## src/fp32cz_pkg.sv

```systemverilog
// Shared types and constants for the binary32 chop/flush-to-zero arithmetic unit.
// Used by the add/multiply datapath, the divider pipeline and the top level.
`default_nettype none

package fp32cz_pkg;

	// Operation codes as they arrive on the opcode port.
	typedef enum logic [1:0] {
		OP_ADD = 2'd0,
		OP_SUB = 2'd1,
		OP_MUL = 2'd2,
		OP_DIV = 2'd3
	} op_t;

	localparam int EXP_W   = 8;
	localparam int MAN_W   = 24;
	localparam int XEXP_W  = 11;
	localparam int NRM_W   = 55;
	localparam int ALN_W   = 80;
	localparam int SUM_W   = ALN_W + 1;
	localparam int GRD_W   = ALN_W - MAN_W;
	localparam int LZ_W    = 7;
	localparam int DIV_STEP   = 4;
	localparam int DIV_STAGES = 15;
	localparam int QUO_W   = DIV_STEP * DIV_STAGES;

	localparam logic [EXP_W-1:0] EXP_ONES    = 8'hff;
	localparam logic [EXP_W-1:0] EXP_MAX_FIN = 8'hfe;
	localparam logic signed [XEXP_W-1:0] BIAS       = 11'sd127;
	localparam logic signed [XEXP_W-1:0] XEXP_TOP   = 11'sd254;
	localparam logic [30:0] MAX_MAG = 31'h7f7fffff;

	// Normalized intermediate: sig[54] is the leading one, sig[0] is a sticky bit.
	typedef struct packed {
		logic                     sign;
		logic                     zero;
		logic signed [XEXP_W-1:0] expo;
		logic [NRM_W-1:0]         sig;
	} nrm_t;

	// Side information that travels with a quotient through the divider.
	typedef struct packed {
		op_t                      op;
		logic                     sign;
		logic                     zero;
		logic                     divz;
		logic signed [XEXP_W-1:0] expo;
	} dtag_t;

endpackage

`default_nettype wire

```

## src/fp32cz_addmul.sv

```systemverilog
// Six-stage add/subtract and multiply datapath producing a normalized intermediate.
// Depends on fp32cz_pkg for widths, operation codes and the nrm_t type.
`default_nettype none

module fp32cz_addmul
	import fp32cz_pkg::*;
(
	input  wire logic             clk,
	input  wire logic             en,
	input  wire op_t              op,
	input  wire logic             sa,
	input  wire logic             sb,
	input  wire logic [EXP_W-1:0] ea,
	input  wire logic [EXP_W-1:0] eb,
	input  wire logic [MAN_W-1:0] ma,
	input  wire logic [MAN_W-1:0] mb,
	output nrm_t                  res
);

	localparam int NCH   = 11;
	localparam int PAD_W = NCH * 8;

	// Stage 2 registers.
	logic [MAN_W-1:0]          big_s2, sml_s2;
	logic [EXP_W-1:0]          dsh_s2, ebig_s2;
	logic                      sbig_s2, sub_s2, zsgn_s2, mul_s2, smul_s2;
	logic [2*MAN_W-1:0]        prod_s2;
	logic signed [XEXP_W-1:0]  emul_s2;

	// Stage 3 registers.
	logic [MAN_W-1:0]          big_s3;
	logic [ALN_W-1:0]          sml_s3;
	logic [EXP_W-1:0]          ebig_s3;
	logic                      sbig_s3, sub_s3, zsgn_s3, mul_s3;
	nrm_t                      nmul_s3;

	// Stage 4 through 6 registers.
	logic [SUM_W-1:0]          sum_s4, sum_s5, sum_s6;
	logic [EXP_W-1:0]          ebig_s4, ebig_s5, ebig_s6;
	logic                      sbig_s4, sbig_s5, sbig_s6;
	logic                      zsgn_s4, zsgn_s5, zsgn_s6;
	logic                      mul_s4, mul_s5, mul_s6;
	nrm_t                      nmul_s4, nmul_s5, nmul_s6;
	logic [NCH-1:0]            cnz_s5;
	logic [2:0]                clz_s5 [NCH];
	logic [LZ_W-1:0]           lz_s6;
	logic                      zero_s6;

	// Output register.
	nrm_t                      res_s7;

	// Stage 1 to 2: order the addends by magnitude, form the raw product.
	logic sbe, a_ge;
	always_comb begin
		sbe  = sb ^ (op == OP_SUB);
		a_ge = {ea, ma} >= {eb, mb};
	end

	always_ff @(posedge clk) begin
		if (en) begin
			big_s2  <= a_ge ? ma : mb;
			sml_s2  <= a_ge ? mb : ma;
			ebig_s2 <= a_ge ? ea : eb;
			dsh_s2  <= a_ge ? (ea - eb) : (eb - ea);
			sbig_s2 <= a_ge ? sa : sbe;
			sub_s2  <= sa ^ sbe;
			zsgn_s2 <= sa & sbe;
			mul_s2  <= (op == OP_MUL);
			smul_s2 <= sa ^ sb;
			prod_s2 <= {{MAN_W{1'b0}}, ma} * {{MAN_W{1'b0}}, mb};
			emul_s2 <= $signed({3'b000, ea}) + $signed({3'b000, eb}) - BIAS;
		end
	end

	// Stage 2 to 3: align the smaller addend with sticky, normalize the product.
	logic [6:0]         dcl;
	logic [2*ALN_W-1:0] wide;
	logic [ALN_W-1:0]   sml_al;
	nrm_t               nmul_nx;
	always_comb begin
		dcl    = (dsh_s2 > 8'(ALN_W)) ? 7'(ALN_W) : dsh_s2[6:0];
		wide   = {sml_s2, {(2*ALN_W-MAN_W){1'b0}}} >> dcl;
		sml_al = {wide[2*ALN_W-1:ALN_W+1], wide[ALN_W] | (|wide[ALN_W-1:0])};
		nmul_nx.sign = smul_s2;
		nmul_nx.zero = (prod_s2 == '0);
		if (prod_s2[2*MAN_W-1]) begin
			nmul_nx.sig  = {prod_s2, 7'b0};
			nmul_nx.expo = emul_s2 + 11'sd1;
		end else begin
			nmul_nx.sig  = {prod_s2[2*MAN_W-2:0], 8'b0};
			nmul_nx.expo = emul_s2;
		end
	end

	always_ff @(posedge clk) begin
		if (en) begin
			big_s3  <= big_s2;
			sml_s3  <= sml_al;
			ebig_s3 <= ebig_s2;
			sbig_s3 <= sbig_s2;
			sub_s3  <= sub_s2;
			zsgn_s3 <= zsgn_s2;
			mul_s3  <= mul_s2;
			nmul_s3 <= nmul_nx;
		end
	end

	// Stage 3 to 4: magnitude add or subtract; the larger addend comes first, so the difference never goes negative.
	logic [SUM_W-1:0] big_ext;
	always_comb begin
		big_ext = {1'b0, big_s3, {GRD_W{1'b0}}};
	end

	always_ff @(posedge clk) begin
		if (en) begin
			sum_s4  <= sub_s3 ? (big_ext - {1'b0, sml_s3}) : (big_ext + {1'b0, sml_s3});
			ebig_s4 <= ebig_s3;
			sbig_s4 <= sbig_s3;
			zsgn_s4 <= zsgn_s3;
			mul_s4  <= mul_s3;
			nmul_s4 <= nmul_s3;
		end
	end

	// Stage 4 to 5: leading-zero count of each byte of the sum.
	logic [PAD_W-1:0] padded;
	logic [7:0]       chk;
	logic [NCH-1:0]   cnz_nx;
	logic [2:0]       clz_nx [NCH];
	always_comb begin
		padded = {sum_s4, {(PAD_W-SUM_W){1'b0}}};
		for (int k = 0; k < NCH; k++) begin
			chk       = padded[PAD_W-1-8*k -: 8];
			cnz_nx[k] = |chk;
			clz_nx[k] = 3'd0;
			for (int j = 0; j < 8; j++) begin
				if (chk[j]) begin
					clz_nx[k] = 3'(7 - j);
				end
			end
		end
	end

	always_ff @(posedge clk) begin
		if (en) begin
			sum_s5  <= sum_s4;
			cnz_s5  <= cnz_nx;
			clz_s5  <= clz_nx;
			ebig_s5 <= ebig_s4;
			sbig_s5 <= sbig_s4;
			zsgn_s5 <= zsgn_s4;
			mul_s5  <= mul_s4;
			nmul_s5 <= nmul_s4;
		end
	end

	// Stage 5 to 6: the first nonzero byte gives the full count.
	logic [LZ_W-1:0] lz_nx;
	logic            zero_nx;
	always_comb begin
		lz_nx   = '0;
		zero_nx = 1'b1;
		for (int k = NCH - 1; k >= 0; k--) begin
			if (cnz_s5[k]) begin
				lz_nx   = 7'(k * 8) + 7'(clz_s5[k]);
				zero_nx = 1'b0;
			end
		end
	end

	always_ff @(posedge clk) begin
		if (en) begin
			sum_s6  <= sum_s5;
			lz_s6   <= lz_nx;
			zero_s6 <= zero_nx;
			ebig_s6 <= ebig_s5;
			sbig_s6 <= sbig_s5;
			zsgn_s6 <= zsgn_s5;
			mul_s6  <= mul_s5;
			nmul_s6 <= nmul_s5;
		end
	end

	// Stage 6 to 7: normalize the sum and choose between the two operations.
	logic [SUM_W-1:0] nsh;
	nrm_t             nadd;
	always_comb begin
		nsh        = sum_s6 << lz_s6;
		nadd.sig   = {nsh[SUM_W-1:SUM_W-NRM_W+1], |nsh[SUM_W-NRM_W:0]};
		nadd.expo  = $signed({3'b000, ebig_s6}) + 11'sd1 - $signed({4'b0000, lz_s6});
		nadd.zero  = zero_s6;
		nadd.sign  = zero_s6 ? zsgn_s6 : sbig_s6;
	end

	always_ff @(posedge clk) begin
		if (en) begin
			res_s7 <= mul_s6 ? nmul_s6 : nadd;
		end
	end

	assign res = res_s7;

endmodule

`default_nettype wire

```

## config.mk

```make
export PLATFORM = sky130hd
export DESIGN_NAME = fp32cz_addmul
export DESIGN_NICKNAME = d
export VERILOG_FILES = /design/src/fp32cz_pkg.sv /design/src/fp32cz_addmul.sv
export SDC_FILE = /design/constraint.sdc
export NUM_CORES = 2
export LEC_CHECK = 0
export BUFFER_PORTS_ARGS = -buffer_cell sky130_fd_sc_hd__buf_2
export CAP_MARGIN = 20
export CELL_PAD_IN_SITES_DETAIL_PLACEMENT = 0
export CELL_PAD_IN_SITES_GLOBAL_PLACEMENT = 2
export CORE_ASPECT_RATIO = 1.25
export CORE_MARGIN = 1.5
export CORE_UTILIZATION = 45
export CTS_CLUSTER_DIAMETER = 40
export DETAILED_ROUTE_END_ITERATION = 8
export GPL_ROUTABILITY_DRIVEN = 0
export GPL_TIMING_DRIVEN = 0
export PLACE_DENSITY_LB_ADDON = 0.1
export SYNTH_ARGS = -nofsm -noshare
export SYNTH_HDL_FRONTEND = slang
export SYNTH_SLANG_ARGS = --single-unit
```

## constraint.sdc

```tcl
create_clock -name clk -period 22.7 [get_ports clk]
set_clock_uncertainty 0.2 [all_clocks]
set_input_delay 4.54 -clock clk [delete_from_list [all_inputs] [get_ports clk]]
set_output_delay 4.54 -clock clk [all_outputs]
set_load 0.05 [all_outputs]
```

==> After elaboration in Yosys (flattened, before gate mapping) <==
Index checks and enable logic that the tools add are counted.
Widths: inputs -> output; s select.
{ "word_totals": {"latchBits": 0, "rom_bits": 0, "in_bits": 70, "n_memories": 0, "ramBits": 0, "register_bits": 909, "output_inout_bits": 68, "word_cells": 245} }
{ "classes": {"multipliers": 1, "shifts": 2, "n_bitwise": 5, "n_eq_ne": 2, "add_sub_neg": 18, "muxes": 92, "magnitude_cmp": 2, "n_div": 0, "n_reduce_logical": 34} }
{ "ops": {"columns": ["cell", "n"], "rows": [
  ["$shr 160x7->160", 1],
  ["$mux 3", 41],
  ["$add 80x80->81", 1],
  ["$mux 81", 1],
  ["$shl 81x7->81", 1],
  ["$sub 80x80->81", 1],
  ["$reduce_or 8->1", 10],
  ["$reduce_or 80->1", 1],
  ["$mux 7", 11],
  ["$mux 68", 1],
  ["$mux 66", 1],
  ["$logic_not 48->1", 1],
  ["$mul 24x24->48", 1],
  ["$mux 24", 2],
  ["$mux 2", 20],
  ["$reduce_or 4->1", 10],
  ["$ge 32x32->1", 1],
  ["$add 6x3->7 const A", 4],
  ["$reduce_or 27->1", 1],
  ["$reduce_or 2->1", 10],
  ["$mux 8", 2],
  ["$sub 8x8->8", 2],
  ["$add 7x3->7 const A", 2],
  ["$mux 1", 13],
  ["other kinds (14)", 17]
]} }

==> Logic depth before layout (Yosys ltp) <==
{ "depth": {"ltp_word": 11, "ltp_mapped": 29, "mapped_depth_nobuf": 26} }

==> Least setup slack after synthesis <==
No wires, ideal clock.
{ "synth_path": {"path_kind": "input to register", "startpoint": "in mb[3]", "endpoint": "reg prod_s2[42], data pin", "n_path_buf": 1, "required_time_ns": 22.240, "cell_stages": 23, "setup_ns": 0.260, "t_arrival_ns": 10.794, "slack_ns": 11.446, "path_cell_list": "clkbuf_1 > nand2_1 > fa_1 > inv_1 > fa_1 > inv_1 > fa_1 > fa_1 > inv_1 > fa_1 > fa_1 > fa_1 > ha_1 > a2111oi_0 > o21ai_0 > a41oi_1 > o31ai_1 > o2111ai_1 > nand2_1 > a21o_1 > a2111o_1 > a31oi_1 > xnor2_1"} }
{ "synth_between": {"elab_chain_cells": 1} }
{ "synth_lines": {"columns": ["item", "line", "text"], "rows": [
  ["start, declared", "fp32cz_addmul.sv:16", "input wire logic [MAN_W-1:0] mb,"],
  ["$mul 24x24->48", "fp32cz_addmul.sv:70", "prod_s2 <= {{MAN_W{1'b0}}, ma} * {{MAN_W{1'b0}}, mb};"],
  ["end signal, assigned", "fp32cz_addmul.sv:70", null],
  ["end, declared", "fp32cz_addmul.sv:27", "logic [2*MAN_W-1:0] prod_s2;"]
]} }
No other way between the ends.
A chain may end at the register's enable or synchronous reset.

==> Worst setup path after layout <==
{ "layout_path": {"startpoint": "in ma[0]", "endpoint": "reg prod_s2[43], data pin"} }
{ "layout_between": {"elab_chain_cells": 1} }
{ "layout_lines": {"columns": ["item", "line", "text"], "rows": [
  ["start, declared", "fp32cz_addmul.sv:15", "input wire logic [MAN_W-1:0] ma,"],
  ["$mul 24x24->48", "fp32cz_addmul.sv:70", null]
]} }
No other way between the ends.

==> impl_metrics.py <==
metrics = {
    "timing": {
        "hold_viol": 0,
        "clock.fmax_mhz": 74.5,
        "slew_viol_final": 0,
        "period_minus_slack_ns": 13.43,
        "tightest_slew_ns": 1.28,
        "setup_viol": 0,
        "setup_tns_ns": 0,
        "relSlewSlack_pct": 15.0,
        "fin_crit_sh_pct": 59.2,
        "rsz0062_at_grt": "no",
    },
    "synth": {
        "syn_nets": 6511,
        "synth_top_area_share_pct": 42.5,
        "synth_top_family_by_area": "adder cells",
        "avgSynthCellArea_um2": 11.0,
        "synthSimpleGateAreaFrac_pct": 13.0,
        "ys_seq_elements": 879,
        "synth_compound_area_share_pct": 8.60,
        "syn_inst": 5636,
        "yosys.area_share.xor_xnor_pct": 2.10,
        "yosys_warnings": 0,
        "synth-seq-area-share_pct": 42.5,
        "synth_fa_ha_area_share_pct": 22.1,
        "synth_edf_count": 879,
        "async_flop_share_pct": 0,
        "synthDistinctLibCells": 89,
        "synth.largest_area_cell": "edfxtp_1",
        "muxShareOfSynthArea_pct": 5.83,
        "synth_flop_cell": "edfxtp_1",
        "synthTopCellsByArea": "edfxtp_1 (42%), fa_1 (16%), ha_1 (6.4%)",
        "syn_area_um2": 62200,
    },
    "power": {
        "p_per_area_nw_per_um2": 170,
        "ir_worst_vdd_v": 0.000243,
        "pwr-share-clk_pct": 13.5,
        "p_comb_share_pct": 64.9,
        "power_frac_seq_pct": 21.7,
        "switchingPower_mw": 5.60,
        "switching_share_pct": 47.8,
        "leakage_nw": 28.4,
        "p_int_mw": 6.11,
    },
    "clocking": {
        "cts_hold_buf": 0,
        "clkTransAtPathRegs_ns": 0.06,
        "root_buffer": "clkbuf_16",
        "htreeDepth": 3,
        "cts_resized": 0,
        "cts.sinks": 879,
        "numCtsBuffers": 98,
        "clk_path_buf_depth": 3,
        "clkLatencyLatePin_ns": 0.70,
        "cts_tree": "yes",
        "post_cts_buffers": 0,
    },
    "die": {
        "dieHeight_um": 419,
        "die-area_um2": 140000,
        "core_um2": 137000,
        "die_w_um": 335,
        "start_util_pct": 45.3,
        "placementRows": 152,
        "ioPinCount": 138,
    },
    "worst_setup_path": {
        "rr_endpoint": "res[41]",
        "criticalPathCategory": "in -> reg",
        "r2r-start": "lz_s6[1]",
        "cp_top_family": "adder cells",
        "cp_slowest_cell": "clkbuf_1",
        "r2r_slack_ns": 17.48,
        "crit_fanout": 10,
        "crit_arrival_ns": 13.66,
        "cp_slowest_stage_delay_ns": 0.84,
        "reg2regPathDepth": 12,
        "startpoint_type": "primary input",
        "cp.required_ns": 22.93,
        "worstSetupEndpointType": "register",
        "cp_num_buf_inv": 8,
        "critPathMostFrequentCell": "fa_1",
    },
    "outcome": {
        "outcome": "finished, final reports clean",
    },
    "placed_design": {
        "io_buffers": 137,
        "hpwl_mm": 164,
        "placedCellCount": 7639,
    },
    "hold_path": {
        "min_to": "sum_s6[53]",
        "worstHoldStart": "sum_s5[53]",
        "hp-class": "reg -> reg",
        "hold_path_depth": 0,
    },
    "global_routing": {
        "gr-total-overflow": 0,
        "grt_pass1_wl_mm": 300,
        "antenna_found_initial": 9,
        "grt_max_degree": 135,
        "grt_pass1_vias": 44800,
        "grt.total_usage_pct": 29.7,
    },
    "routing": {
        "vias": 44200,
        "detail_route.vias_per_cell": 5.65,
        "first_iter_violations": 3666,
        "drtPass1Iterations": 6,
        "wl_per_cell_um": 26.4,
        "drc_errors": 0,
        "routed_wl_mm": 207,
        "ant_nets": 0,
    },
    "final_layout": {
        "drive_gt1_share_pct": 8.94,
        "final_nets": 6768,
        "fillers": 12500,
        "final_common_cell": "edfxtp_1",
        "area_growth_pct": 10.8,
        "layout_common_cells": "edfxtp_1 (879), inv_1 (703), nand2_1 (697), fa_1 (487), nor2_1 (358)",
        "fin_cells": 7827,
    },
    "run": {
        "cap_violations": 0,
    },
}
==> power by group through the flow <==
| stage | clock, mW | sequential [mW] | combinational [mW] |
|---|---|---|---|
| 2_1_floorplan | 0 | 2.53 | 4.78 |
| 3_3_place_gp | 0 | 2.61 | 7.54 |
| 3_5_place_dp | 0 | 2.57 | 7.55 |
| 4_1_cts | 1.61 | 2.54 | 7.62 |
| 5_1_grt | 1.67 | 2.56 | 8.36 |
| 6_report | 1.58 | 2.54 | 7.60 |
==> cells by family (layout without fill, tap and decap cells) <==
kind of cell / after synthesis / in the layout
AOI/OAI and AO/OA: 829 / 829
xor gates and xnor gates: 149 / 149
adders and majority gates: 805 / 805
buffers and inverters: 986 / 1320
DFF: 879 / 879
muxes: 270 / 270
other: 0 / 9
and+or+nand+nor: 1718 / 1718
==> per-stage QoR <==
step                      setup WS (ns)  power, mW  utilization [%]  hold WS [ns]  area, µm²
after floorplan                   11.45       7.31                -         0.200      62200
after global placement             3.54       10.1             47.5         0.200      65200
after detailed placement           8.52       10.1             47.8         0.205      65600
after CTS                          9.25       11.8             50.2         0.174      68900
after global routing               9.09       12.6             50.2         0.209      68900
final                              9.27       11.7             50.2         0.180      68900
==> area by class of cell <==
cell class	count	area (µm²)	share of cell area, %
multi-input cells	3771	32100	46.6
flip-flops and latches	879	26400	38.3
inverters	707	2650	3.85
clock buffers	107	2490	3.61
well taps	1848	2310	3.36
repair buffers	157	1060	1.54
plain buffers	279	1060	1.54
clock inverters	70	823	1.19
diodes	9	22.5	0.0327
==> worst max path at each step <==
stage	startpoint	slack, ns	cells past startpoint	to
2_1_floorplan	mb[3]	11.45	23	prod_s2[42]
3_3_place_gp	en	3.54	1	res[6]
3_5_place_dp	ma[0]	8.52	27	prod_s2[43]
4_1_cts	ma[0]	9.25	27	prod_s2[43]
5_1_grt	ma[0]	9.09	27	prod_s2[43]
6_report	ma[0]	9.27	27	prod_s2[43]
==> synth_stat cells (13+ instances only) <==
cell      count
o21bai_1     26
nor2_1      358
o22ai_1      34
nand3_1      54
o31ai_1      17
a22o_1       30
nor2b_1      39
and3_1       19
edfxtp_1    879
fa_1        487
mux2_2      106
a211oi_1     23
nand2_1     697
buf_1        33
nand4_1      27
a21oi_1     147
xnor2_1     123
clkbuf_1    237
ha_1        318
mux2i_1     101
nand2b_1     32
nor3_1       85
inv_1       703
o21ai_0     281
and2_1      275
nor4_1       51
mux4_2       63
or3_1        27
xor2_1       26
o21a_1       15
o41ai_1      13
a21o_1       53
a31oi_1      32
o211ai_1     17
==> layer usage <==
layer / vias to the layer above / wire (µm) / track usage [%]
li1: 19900 / - / -
met1: 21900 / 78700 / 34.9
met2: 1831 / 102000 / 51.2
met3: 614 / 11100 / 3.75
met4: 4 / 15500 / 18.9
met5: - / 19 / 0
==> state kept, by name, summed over array words and instances (netlist names), 61 cells and up <==
signal	count
sum_s4	81
sum_s5	81
sum_s6	81
sml_s3	80
res	68
nmul_s3	61
nmul_s4	61
nmul_s5	61
nmul_s6	61
No activity file was read; power rests on OpenSTA's default activity.
